$ cat config.mk
export PLATFORM = sky130hd
export DESIGN_NAME = variable_pitch_cell_mapper
export DESIGN_NICKNAME = d
export VERILOG_FILES = /design/src/hw/rtl/vpcm_pkg.sv /design/src/hw/rtl/vpcm_table.sv /design/src/hw/rtl/vpcm_mul.sv /design/src/hw/rtl/vpcm_div.sv /design/src/hw/rtl/variable_pitch_cell_mapper.sv
export SDC_FILE = /design/constraint.sdc
export NUM_CORES = 2
export LEC_CHECK = 0
export ABC_CLOCK_PERIOD_IN_PS = 27400
export BUFFER_PORTS_ARGS = -buffer_cell sky130_fd_sc_hd__buf_2
export CELL_PAD_IN_SITES_DETAIL_PLACEMENT = 0
export CELL_PAD_IN_SITES_GLOBAL_PLACEMENT = 1
export CORE_MARGIN = 5
export CORE_UTILIZATION = 31
export CTS_CLUSTER_DIAMETER = 50
export DETAILED_ROUTE_END_ITERATION = 12
export PLACE_DENSITY_LB_ADDON = 0.05
export SETUP_SLACK_MARGIN = 0.3
export SLEW_MARGIN = 20
export SYNTH_ARGS = -nofsm -noshare
export SYNTH_HDL_FRONTEND = slang
export SYNTH_HIERARCHICAL = 1
export SYNTH_SLANG_ARGS = --single-unit
$ cat constraint.sdc
create_clock -name clk -period 27.4 [get_ports clk]
set_input_delay 2.74 -clock clk [delete_from_list [all_inputs] [get_ports clk]]
set_output_delay 2.74 -clock clk [all_outputs]
set_load 0.005 [all_outputs]
$ cat src/hw/rtl/vpcm_pkg.sv
`timescale 1ns / 1ps

package vpcm_pkg;

  // table depth and derived index widths
  localparam int MAX_GROUPS = 8;
  localparam int GW = (MAX_GROUPS > 1) ? $clog2(MAX_GROUPS) : 1;
  localparam int CW = $clog2(MAX_GROUPS + 1);

  // field widths
  localparam int CELL_W  = 16;
  localparam int PITCH_W = 24;
  localparam int POS_W   = 32;

  // serial multiplier: cell count (one bit wider than a cell number) times pitch
  localparam int MUL_A_W = CELL_W + 1;
  localparam int PROD_W  = MUL_A_W + PITCH_W;

  typedef enum logic [1:0] {
    CMD_CLEAR     = 2'd0,
    CMD_LOAD      = 2'd1,
    CMD_TO_CELL   = 2'd2,
    CMD_TO_CENTER = 2'd3
  } cmd_t;

  typedef enum logic [1:0] {
    ST_OK   = 2'd0,
    ST_FULL = 2'd1,
    ST_BAD  = 2'd2,
    ST_MISS = 2'd3
  } status_t;

  // one table row
  typedef struct packed {
    logic [CELL_W-1:0]  first;
    logic [CELL_W-1:0]  last;
    logic [PITCH_W-1:0] pitch;
    logic [POS_W-1:0]   offset;
  } grp_t;

  typedef struct packed {
    logic          en;
    logic [GW-1:0] addr;
    grp_t          data;
  } tbl_wr_t;

endpackage

$ cat src/hw/rtl/vpcm_table.sv
`timescale 1ns / 1ps

module vpcm_table (
  input  logic                     clk,
  input  vpcm_pkg::tbl_wr_t        wr,
  input  logic [vpcm_pkg::GW-1:0]  rd_addr,
  output vpcm_pkg::grp_t           rd_data
);
  import vpcm_pkg::*;

  grp_t mem [MAX_GROUPS];

  always_ff @(posedge clk) begin
    if (wr.en) begin
      mem[wr.addr] <= wr.data;
    end
    rd_data <= mem[rd_addr];
  end

endmodule

$ cat src/hw/rtl/vpcm_mul.sv
`timescale 1ns / 1ps

// Shift-add multiplier, one multiplier bit per cycle.
module vpcm_mul (
  input  logic                            clk,
  input  logic                            rst,
  input  logic                            start,
  input  logic [vpcm_pkg::MUL_A_W-1:0]    a,
  input  logic [vpcm_pkg::PITCH_W-1:0]    b,
  output logic                            done,
  output logic [vpcm_pkg::PROD_W-1:0]     prod
);
  import vpcm_pkg::*;

  localparam int NW = $clog2(MUL_A_W);

  logic              busy;
  logic [NW-1:0]     cnt;
  logic [PITCH_W:0]  upper;

  assign upper = {1'b0, prod[PROD_W-1:MUL_A_W]} + (prod[0] ? {1'b0, b} : '0);

  always_ff @(posedge clk) begin
    if (rst) begin
      busy <= 1'b0;
      done <= 1'b0;
      cnt  <= '0;
    end else begin
      done <= 1'b0;
      if (start) begin
        busy <= 1'b1;
        cnt  <= '0;
      end else if (busy) begin
        cnt <= cnt + NW'(1);
        if (cnt == NW'(MUL_A_W - 1)) begin
          busy <= 1'b0;
          done <= 1'b1;
        end
      end
    end
  end

  always_ff @(posedge clk) begin
    if (start) begin
      prod <= {{PITCH_W{1'b0}}, a};
    end else if (busy) begin
      prod <= {upper, prod[MUL_A_W-1:1]};
    end
  end

endmodule

$ cat src/hw/rtl/vpcm_div.sv
`timescale 1ns / 1ps

// Restoring divider, one quotient bit per cycle. The caller guarantees the
// quotient fits in CELL_W bits, so the upper dividend half starts below the divisor.
module vpcm_div (
  input  logic                            clk,
  input  logic                            rst,
  input  logic                            start,
  input  logic [vpcm_pkg::POS_W-1:0]      dividend,
  input  logic [vpcm_pkg::PITCH_W-1:0]    divisor,
  output logic                            done,
  output logic [vpcm_pkg::CELL_W-1:0]     quot
);
  import vpcm_pkg::*;

  localparam int NW = $clog2(CELL_W);

  logic               busy;
  logic [NW-1:0]      cnt;
  logic [PITCH_W-1:0] rem;
  logic [PITCH_W:0]   shifted;
  logic [PITCH_W:0]   trial;

  assign shifted = {rem, quot[CELL_W-1]};
  assign trial   = shifted - {1'b0, divisor};

  always_ff @(posedge clk) begin
    if (rst) begin
      busy <= 1'b0;
      done <= 1'b0;
      cnt  <= '0;
    end else begin
      done <= 1'b0;
      if (start) begin
        busy <= 1'b1;
        cnt  <= '0;
      end else if (busy) begin
        cnt <= cnt + NW'(1);
        if (cnt == NW'(CELL_W - 1)) begin
          busy <= 1'b0;
          done <= 1'b1;
        end
      end
    end
  end

  always_ff @(posedge clk) begin
    if (start) begin
      rem  <= PITCH_W'(dividend[POS_W-1:CELL_W]);
      quot <= dividend[CELL_W-1:0];
    end else if (busy) begin
      if (!trial[PITCH_W]) begin
        rem  <= trial[PITCH_W-1:0];
        quot <= {quot[CELL_W-2:0], 1'b1};
      end else begin
        rem  <= shifted[PITCH_W-1:0];
        quot <= {quot[CELL_W-2:0], 1'b0};
      end
    end
  end

endmodule

$ cat src/hw/rtl/variable_pitch_cell_mapper.sv
`timescale 1ns / 1ps

// Variable-pitch cell mapper for one sensor axis built from up to MAX_GROUPS
// cell groups, each with its own pitch in nm. Commands: clear the table, load
// a group (groups must come in ascending cell order), map a coordinate (nm,
// relative to the sensor center) to a cell, and map a cell to its center
// coordinate. Every item gives exactly one result item. One item is worked
// at a time; a finished result sits in the output register, so the next item
// is taken while it waits. Clear, lookups on an empty table, clamped or
// upper-edge coordinates and loads rejected up front finish in the decode
// state; a load that reaches the multiplier runs a serial multiply of cell
// count by pitch, coordinate to cell walks the table (a request and a check
// state per group), then a serial divide, and cell to center walks the table,
// then the serial multiply. Out-of-sensor coordinates clamp to the first or
// last cell with clamped set.
module variable_pitch_cell_mapper (
  input  logic                           clk,
  input  logic                           rst,
  // input channel
  input  logic                           in_valid,
  output logic                           in_stall,
  input  logic [1:0]                     command,
  input  logic signed [31:0]             coord,
  input  logic [vpcm_pkg::CELL_W-1:0]    cell_req,
  input  logic [vpcm_pkg::CELL_W-1:0]    group_first_cell,
  input  logic [vpcm_pkg::CELL_W-1:0]    group_last_cell,
  input  logic [vpcm_pkg::PITCH_W-1:0]   group_pitch,
  // result channel
  output logic                           out_valid,
  input  logic                           out_stall,
  output logic [vpcm_pkg::CELL_W-1:0]    cell_out,
  output logic signed [31:0]             center_out,
  output logic                           clamped,
  output logic [1:0]                     status
);
  import vpcm_pkg::*;

  typedef enum logic [6:0] {
    S_IDLE = 7'b0000001,
    S_DEC  = 7'b0000010,
    S_WREQ = 7'b0000100,
    S_WCHK = 7'b0001000,
    S_POST = 7'b0010000,
    S_MUL  = 7'b0100000,
    S_DIV  = 7'b1000000
  } state_t;

  // S_DONE is folded into a flag so the FSM stays small
  state_t state, state_next;
  logic   res_ready;

  // latched item
  cmd_t               cmd;
  logic [31:0]        coord_q;
  logic [CELL_W-1:0]  cell_q;
  logic [CELL_W-1:0]  gfirst_q;
  logic [CELL_W-1:0]  glast_q;
  logic [PITCH_W-1:0] gpitch_q;

  // table summary
  logic [CW-1:0]      group_count;
  logic [POS_W-1:0]   total_size;
  logic [CELL_W-1:0]  first_first;  // first cell of group 0
  logic [CELL_W-1:0]  last_last;    // last cell of newest group

  // walk
  logic [GW-1:0]      walk_idx;
  logic [POS_W-1:0]   upos;
  logic               found;
  logic [CELL_W-1:0]  cand_first;
  logic [PITCH_W-1:0] cand_pitch;
  logic [POS_W-1:0]   cand_off;

  // staged result
  logic [CELL_W-1:0]  res_cell;
  logic [31:0]        res_center;
  logic               res_clamped;
  status_t            res_status;

  tbl_wr_t            tbl_wr;
  grp_t               rd;

  logic               mul_start, mul_done;
  logic [MUL_A_W-1:0] mul_a;
  logic [PITCH_W-1:0] mul_b;
  logic [PROD_W-1:0]  prod;

  logic               div_start, div_done;
  logic [CELL_W-1:0]  quot;

  logic               accept;
  logic               out_free;
  logic               walk_last;
  logic               load_bad;
  logic signed [33:0] pos;
  logic [PROD_W:0]    new_total;
  logic               load_fits;
  logic [31:0]        center_sum;

  assign in_stall = (state != S_IDLE) || res_ready;
  assign accept   = in_valid && !in_stall;
  assign out_free = !out_valid || !out_stall;

  // position from lower edge: coord + floor(total/2)
  assign pos = {{2{coord_q[31]}}, coord_q} + $signed({2'b00, 1'b0, total_size[POS_W-1:1]});

  assign load_bad = (glast_q < gfirst_q) || (gpitch_q == '0) ||
                    ((group_count != '0) && (gfirst_q <= last_last));

  assign walk_last = (CW'(walk_idx) == group_count - CW'(1));

  assign new_total = {{(PROD_W + 1 - POS_W){1'b0}}, total_size} + {1'b0, prod};
  assign load_fits = (new_total[PROD_W:POS_W] == '0);

  assign center_sum = cand_off + prod[31:0] + 32'({cand_pitch[PITCH_W-1:1]})
                    - {1'b0, total_size[POS_W-1:1]};

  // multiplier operands: cell count x pitch for a load, cell index x pitch otherwise
  assign mul_start = ((state == S_DEC) && (cmd == CMD_LOAD) &&
                      (group_count != CW'(MAX_GROUPS)) && !load_bad) ||
                     ((state == S_POST) && (cmd == CMD_TO_CENTER) && found);
  assign mul_a = (cmd == CMD_LOAD) ? (MUL_A_W'(glast_q - gfirst_q) + MUL_A_W'(1))
                                   : MUL_A_W'(cell_q - cand_first);
  assign mul_b = (cmd == CMD_LOAD) ? gpitch_q : cand_pitch;

  assign div_start = (state == S_POST) && (cmd == CMD_TO_CELL);

  // table write on an accepted load
  always_comb begin
    tbl_wr.en          = (state == S_MUL) && mul_done && (cmd == CMD_LOAD) && load_fits;
    tbl_wr.addr        = group_count[GW-1:0];
    tbl_wr.data.first  = gfirst_q;
    tbl_wr.data.last   = glast_q;
    tbl_wr.data.pitch  = gpitch_q;
    tbl_wr.data.offset = total_size;
  end

  vpcm_table u_table (
    .clk     (clk),
    .wr      (tbl_wr),
    .rd_addr (walk_idx),
    .rd_data (rd)
  );

  vpcm_mul u_mul (
    .clk   (clk),
    .rst   (rst),
    .start (mul_start),
    .a     (mul_a),
    .b     (mul_b),
    .done  (mul_done),
    .prod  (prod)
  );

  vpcm_div u_div (
    .clk      (clk),
    .rst      (rst),
    .start    (div_start),
    .dividend (upos - cand_off),
    .divisor  (cand_pitch),
    .done     (div_done),
    .quot     (quot)
  );

  // next state
  always_comb begin
    state_next = state;
    unique case (state)
      S_IDLE: begin
        if (accept) state_next = S_DEC;
      end
      S_DEC: begin
        state_next = S_IDLE;
        if (mul_start) begin
          state_next = S_MUL;
        end else if ((group_count != '0) && (cmd == CMD_TO_CENTER)) begin
          state_next = S_WREQ;
        end else if ((group_count != '0) && (cmd == CMD_TO_CELL) && !pos[33] &&
                     (pos[32:0] < {1'b0, total_size})) begin
          state_next = S_WREQ;
        end
      end
      S_WREQ: state_next = S_WCHK;
      S_WCHK: state_next = walk_last ? S_POST : S_WREQ;
      S_POST: begin
        if (div_start)      state_next = S_DIV;
        else if (mul_start) state_next = S_MUL;
        else                state_next = S_IDLE;
      end
      S_MUL: begin
        if (mul_done) state_next = S_IDLE;
      end
      S_DIV: begin
        if (div_done) state_next = S_IDLE;
      end
      default: state_next = S_IDLE;
    endcase
  end

  // control registers
  always_ff @(posedge clk) begin
    if (rst) begin
      state       <= S_IDLE;
      res_ready   <= 1'b0;
      group_count <= '0;
      total_size  <= '0;
      out_valid   <= 1'b0;
    end else begin
      state <= state_next;

      // a result is staged whenever a work sequence returns to idle
      if ((state != S_IDLE) && (state_next == S_IDLE)) begin
        res_ready <= 1'b1;
      end else if (res_ready && out_free) begin
        res_ready <= 1'b0;
      end

      if (res_ready && out_free) begin
        out_valid <= 1'b1;
      end else if (!out_stall) begin
        out_valid <= 1'b0;
      end

      if ((state == S_DEC) && (cmd == CMD_CLEAR)) begin
        group_count <= '0;
        total_size  <= '0;
      end
      if (tbl_wr.en) begin
        group_count <= group_count + CW'(1);
        total_size  <= new_total[POS_W-1:0];
      end
    end
  end

  // payload and datapath registers
  always_ff @(posedge clk) begin
    if (accept) begin
      cmd      <= cmd_t'(command);
      coord_q  <= coord;
      cell_q   <= cell_req;
      gfirst_q <= group_first_cell;
      glast_q  <= group_last_cell;
      gpitch_q <= group_pitch;
    end

    if (tbl_wr.en) begin
      last_last <= glast_q;
      if (group_count == '0) first_first <= gfirst_q;
    end

    if (res_ready && out_free) begin
      cell_out   <= res_cell;
      center_out <= res_center;
      clamped    <= res_clamped;
      status     <= res_status;
    end

    unique case (state)
      S_DEC: begin
        walk_idx    <= '0;
        found       <= 1'b0;
        upos        <= pos[31:0];
        res_cell    <= '0;
        res_center  <= '0;
        res_clamped <= 1'b0;
        res_status  <= ST_OK;
        if (cmd == CMD_LOAD) begin
          if (group_count == CW'(MAX_GROUPS)) res_status <= ST_FULL;
          else if (load_bad)                  res_status <= ST_BAD;
        end else if (cmd != CMD_CLEAR) begin
          if (group_count == '0) begin
            res_status <= ST_MISS;
          end else if (cmd == CMD_TO_CELL) begin
            if (pos[33]) begin
              // below the lower edge
              res_cell    <= first_first;
              res_clamped <= 1'b1;
            end else if (pos[32:0] > {1'b0, total_size}) begin
              // beyond the upper edge
              res_cell    <= last_last;
              res_clamped <= 1'b1;
            end else if (pos[32:0] == {1'b0, total_size}) begin
              // exactly on the upper edge
              res_cell <= last_last;
            end
          end
        end
      end
      S_WCHK: begin
        walk_idx <= walk_idx + GW'(1);
        // offsets rise strictly: the last group starting at or below upos holds it
        if (((cmd == CMD_TO_CELL) && (rd.offset <= upos)) ||
            ((cmd == CMD_TO_CENTER) && (cell_q >= rd.first) && (cell_q <= rd.last))) begin
          found      <= 1'b1;
          cand_first <= rd.first;
          cand_pitch <= rd.pitch;
          cand_off   <= rd.offset;
        end
      end
      S_POST: begin
        if ((cmd == CMD_TO_CENTER) && !found) res_status <= ST_MISS;
      end
      S_MUL: begin
        if (mul_done) begin
          if (cmd == CMD_LOAD) begin
            if (!load_fits) res_status <= ST_BAD;
          end else begin
            res_center <= center_sum;
          end
        end
      end
      S_DIV: begin
        if (div_done) res_cell <= quot + cand_first;
      end
      default: begin
      end
    endcase
  end

endmodule

==> impl_metrics.csv <==
group,metric,value,unit
cells_and_area,synthToLayoutAreaGrowth,17.6,%
worst_setup_path,crit_required,27.83,ns
clocking,cts_hold_buf,0,
worst_setup_path,crit_type,"reg -> reg",
worst_setup_path,startpoint_type,"flip-flop",
routing,route.detailed.drc,0,
sta,relSlewSlack,26.1,%
floorplan,pin_count,163,
clocking,cts.sinks,1279,
synthesis,synth.area.top_cells,"edfxtp_1 (54%), ha_1 (7.5%), mux4_2 (6.5%), dfxtp_1 (5.8%), inv_1 (2.3%)",
clocking,ctsResizeCount,0,
sta,clock.fmax,139,MHz
synthesis,synth_ff_type,"edfxtp_1",
grt,grt_overflow,0,
power_and_ir_drop,p_int,0.00387,W
grt,grt_start_max_net_pins,109,
routing,wl_per_cell,26.8,um
grt,grtUsageTotal,19.2,%
power_and_ir_drop,p_per_area,72.8,nW/um^2
synthesis,netlist_area,60900,sq um
worst_hold_path,hp-class,"reg -> reg",
clocking,clkLatencyLatePin,0.82,ns
grt,grt_pass1_vias,37830,
cells_and_area,finish.instance_area,71600,sq um
floorplan,fp-row-count,162,
routing,vias_per_cell,4.90,
cells_and_area,layout_common_cells,"edfxtp_1 (1101), inv_1 (376), ha_1 (363)",
clocking,tritoncts,"done",
synthesis,synth_cell_types,99,
clocking,clk_path_buf_depth,3,
cells_and_area,drive_above_1_share,18.7,%
worst_setup_path,path_max_fanout,34,
synthesis,syn-num-nets,4828,
clocking,clk_pin_slew_worst_paths,0.06,ns
worst_setup_path,endpoint_kind,"flip-flop",
sta,timing.hold.ws,0.398,ns
sta,worst_pin_slew,1.10,ns
run,maxCapViolCount,0,
routing,drt-total-wl,198,mm
run_status,status,"finished, final reports clean",
sta,slew_viol_final,0,
placement,dpl-instance-area,65100,sq um
synthesis,synthCells,4286,
sta,min_period,7.19,ns
placement,hpwlAfterDp,143,mm
floorplan,die_w,453,um
cells_and_area,final_common_cell,"edfxtp_1",
floorplan,die_area,205000,sq um
floorplan,initial_utilization,31.2,%
power_and_ir_drop,p_seq_share,43.6,%
power_and_ir_drop,power.share.clock,47.3,%
power_and_ir_drop,power.share.switching,25.7,%
floorplan,die_h,453,um
synthesis,async_reset_ff_share,0,%
clocking,numCtsBuffers,186,
power_and_ir_drop,p_switching,0.00134,W
clocking,htreeDepth,4,
clocking,cts-root-buf,"clkbuf_16",
grt,antenna_found_initial,17,
power_and_ir_drop,power_frac_comb,9.0,%
cells_and_area,fillCellCount,18730,
cells_and_area,utilization,36.7,%
sta,rsz0062_at_grt,"false",
worst_setup_path,cp.arrival,7.62,ns
floorplan,core,195000,sq um
sta,fin_tns_setup,0,ns
synthesis,seq_area_frac_synth,60.1,%
cells_and_area,final_nets,5136,
routing,ant_nets,0,
placement,portBuffers,162,
grt,grt_first_pass_wirelength,283,mm
placement,place_congestion,0.807,
synthesis,synth-seq-cells,1279,
sta,finClkSkew,0.0380,ns
synthesis,syn-mean-instance-area,14.2,sq um
synthesis,yosysWarnings,6,
routing,firstDrtPassIters,7,
sta,hold_violations,0,
synthesis,synth_edf_count,1101,
power_and_ir_drop,p_leak,26.9,nW
sta,fin_crit_sh,26.2,%
power_and_ir_drop,vdd_drop_max,61.5,uV
synthesis,yosys.area.top_type,"edfxtp_1",
clocking,cts_setup_buffers,0,
routing,vias,36203,
synthesis,synth_top_area_share,54.3,%
sta,setup_viol,0,
routing,drt_iter0_markers,2375,
[registers in the layout, summed over array words and instances, names as in the netlist, 24 cells and up]
signal           flops
gpitch_q            24
coord_q             32
center_out          32
u_div/rem           24
u_table/rd_data     88
u_table/mem        704
u_mul/prod          41
cand_pitch          24
res_center          32
total_size          32
cand_off            32
upos                32
[final timing paths]
kind / startpoint / to / slack [ns] / cells after the start
hold / removal: res_center[8] / center_out[8] / 0.40 / 0
setup reg to reg: total_size[1] / u_table/mem[7][2] / 20.21 / 14
setup / recovery: total_size[1] / u_table/mem[7][2] / 20.21 / 14
hold reg to reg: res_center[8] / center_out[8] / 0.40 / 0
[routing by layer]
layer | vias up | GRT usage [%] | wire [um]
met2 | 646 | 32.0 | 94900
met5 | - | 0 | 0
met3 | 211 | 2.96 | 7410
met4 | 0 | 3.63 | 3180
li1 | 16872 | - | -
met1 | 18474 | 26.8 | 92800
[power groups by stage]
stage	logic, W	registers, W	clock network, W
after detailed placement	0.000477	0.00232	0
final	0.000471	0.00227	0.00247
after CTS	0.000480	0.00228	0.00254
after global placement	0.000477	0.00232	0
after global routing	0.000523	0.00228	0.00263
after floorplan	0.000296	0.00227	0
[metrics by stage]
step	setup WS, ns	power, W	std cells
floorplan	16.49	0.00256	4286
global placement	19.99	0.00280	7027
detailed placement	20.01	0.00280	7030
CTS	19.96	0.00530	7382
global route	19.85	0.00543	7383
finish	20.21	0.00521	7385
[logic make-up (layout without fill, tap and decap cells)]
| kind of cell | after synthesis | in the layout | share of synthesized area, % |
|---|---|---|---|
| DFF | 1279 | 1279 | 60.1 |
| and+or+nand+nor | 787 | 787 | 6.42 |
| AOI/OAI and AO/OA | 786 | 786 | 8.59 |
| buffers and inverters | 491 | 963 | 3.29 |
| adders and majority gates | 432 | 432 | 9.72 |
| muxes | 313 | 313 | 9.01 |
| xor gates and xnor gates | 198 | 198 | 2.85 |
| other | 0 | 3 | 0 |
[area by class of cell]
class,instances,area [sq um],area share (%)
Clock inverter,108,1390,1.94
Sequential cell,1279,36600,51.1
Antenna cell,3,7.51,0.0105
Multi-Input combinational cell,2516,22400,31.3
Clock buffer,244,5090,7.11
Tap cell,2624,3280,4.58
Inverter,379,1430,1.99
Timing Repair Buffer,232,1370,1.91
[critical path, cell delays in order, from the launching register on]
cell and delay [ns]:
dfxtp_1 0.66, ha_1 0.35, a211oi_1 0.39, o21ai_0 0.34
a221oi_1 0.66, a211oi_1 0.30, a211o_1 0.39, a21oi_1 0.26
o21ai_0 0.13, a311o_1 0.42, nor4_4 0.26, buf_4 0.50
nand2_1 0.35, nor2_4 0.84, buf_4 0.72
[cells in the mapped netlist, drive strengths merged (69+ instances only)]
cell type and number:
o21ai 179, edfxtp 1101, xor2 82, a21oi 194
mux2 122, fa 69, xnor2 116, inv 379
ha 363, mux4 176, a21o 123, nor2 190
nand2 209, dfxtp 178
Power figures use the tool's default switching activity.
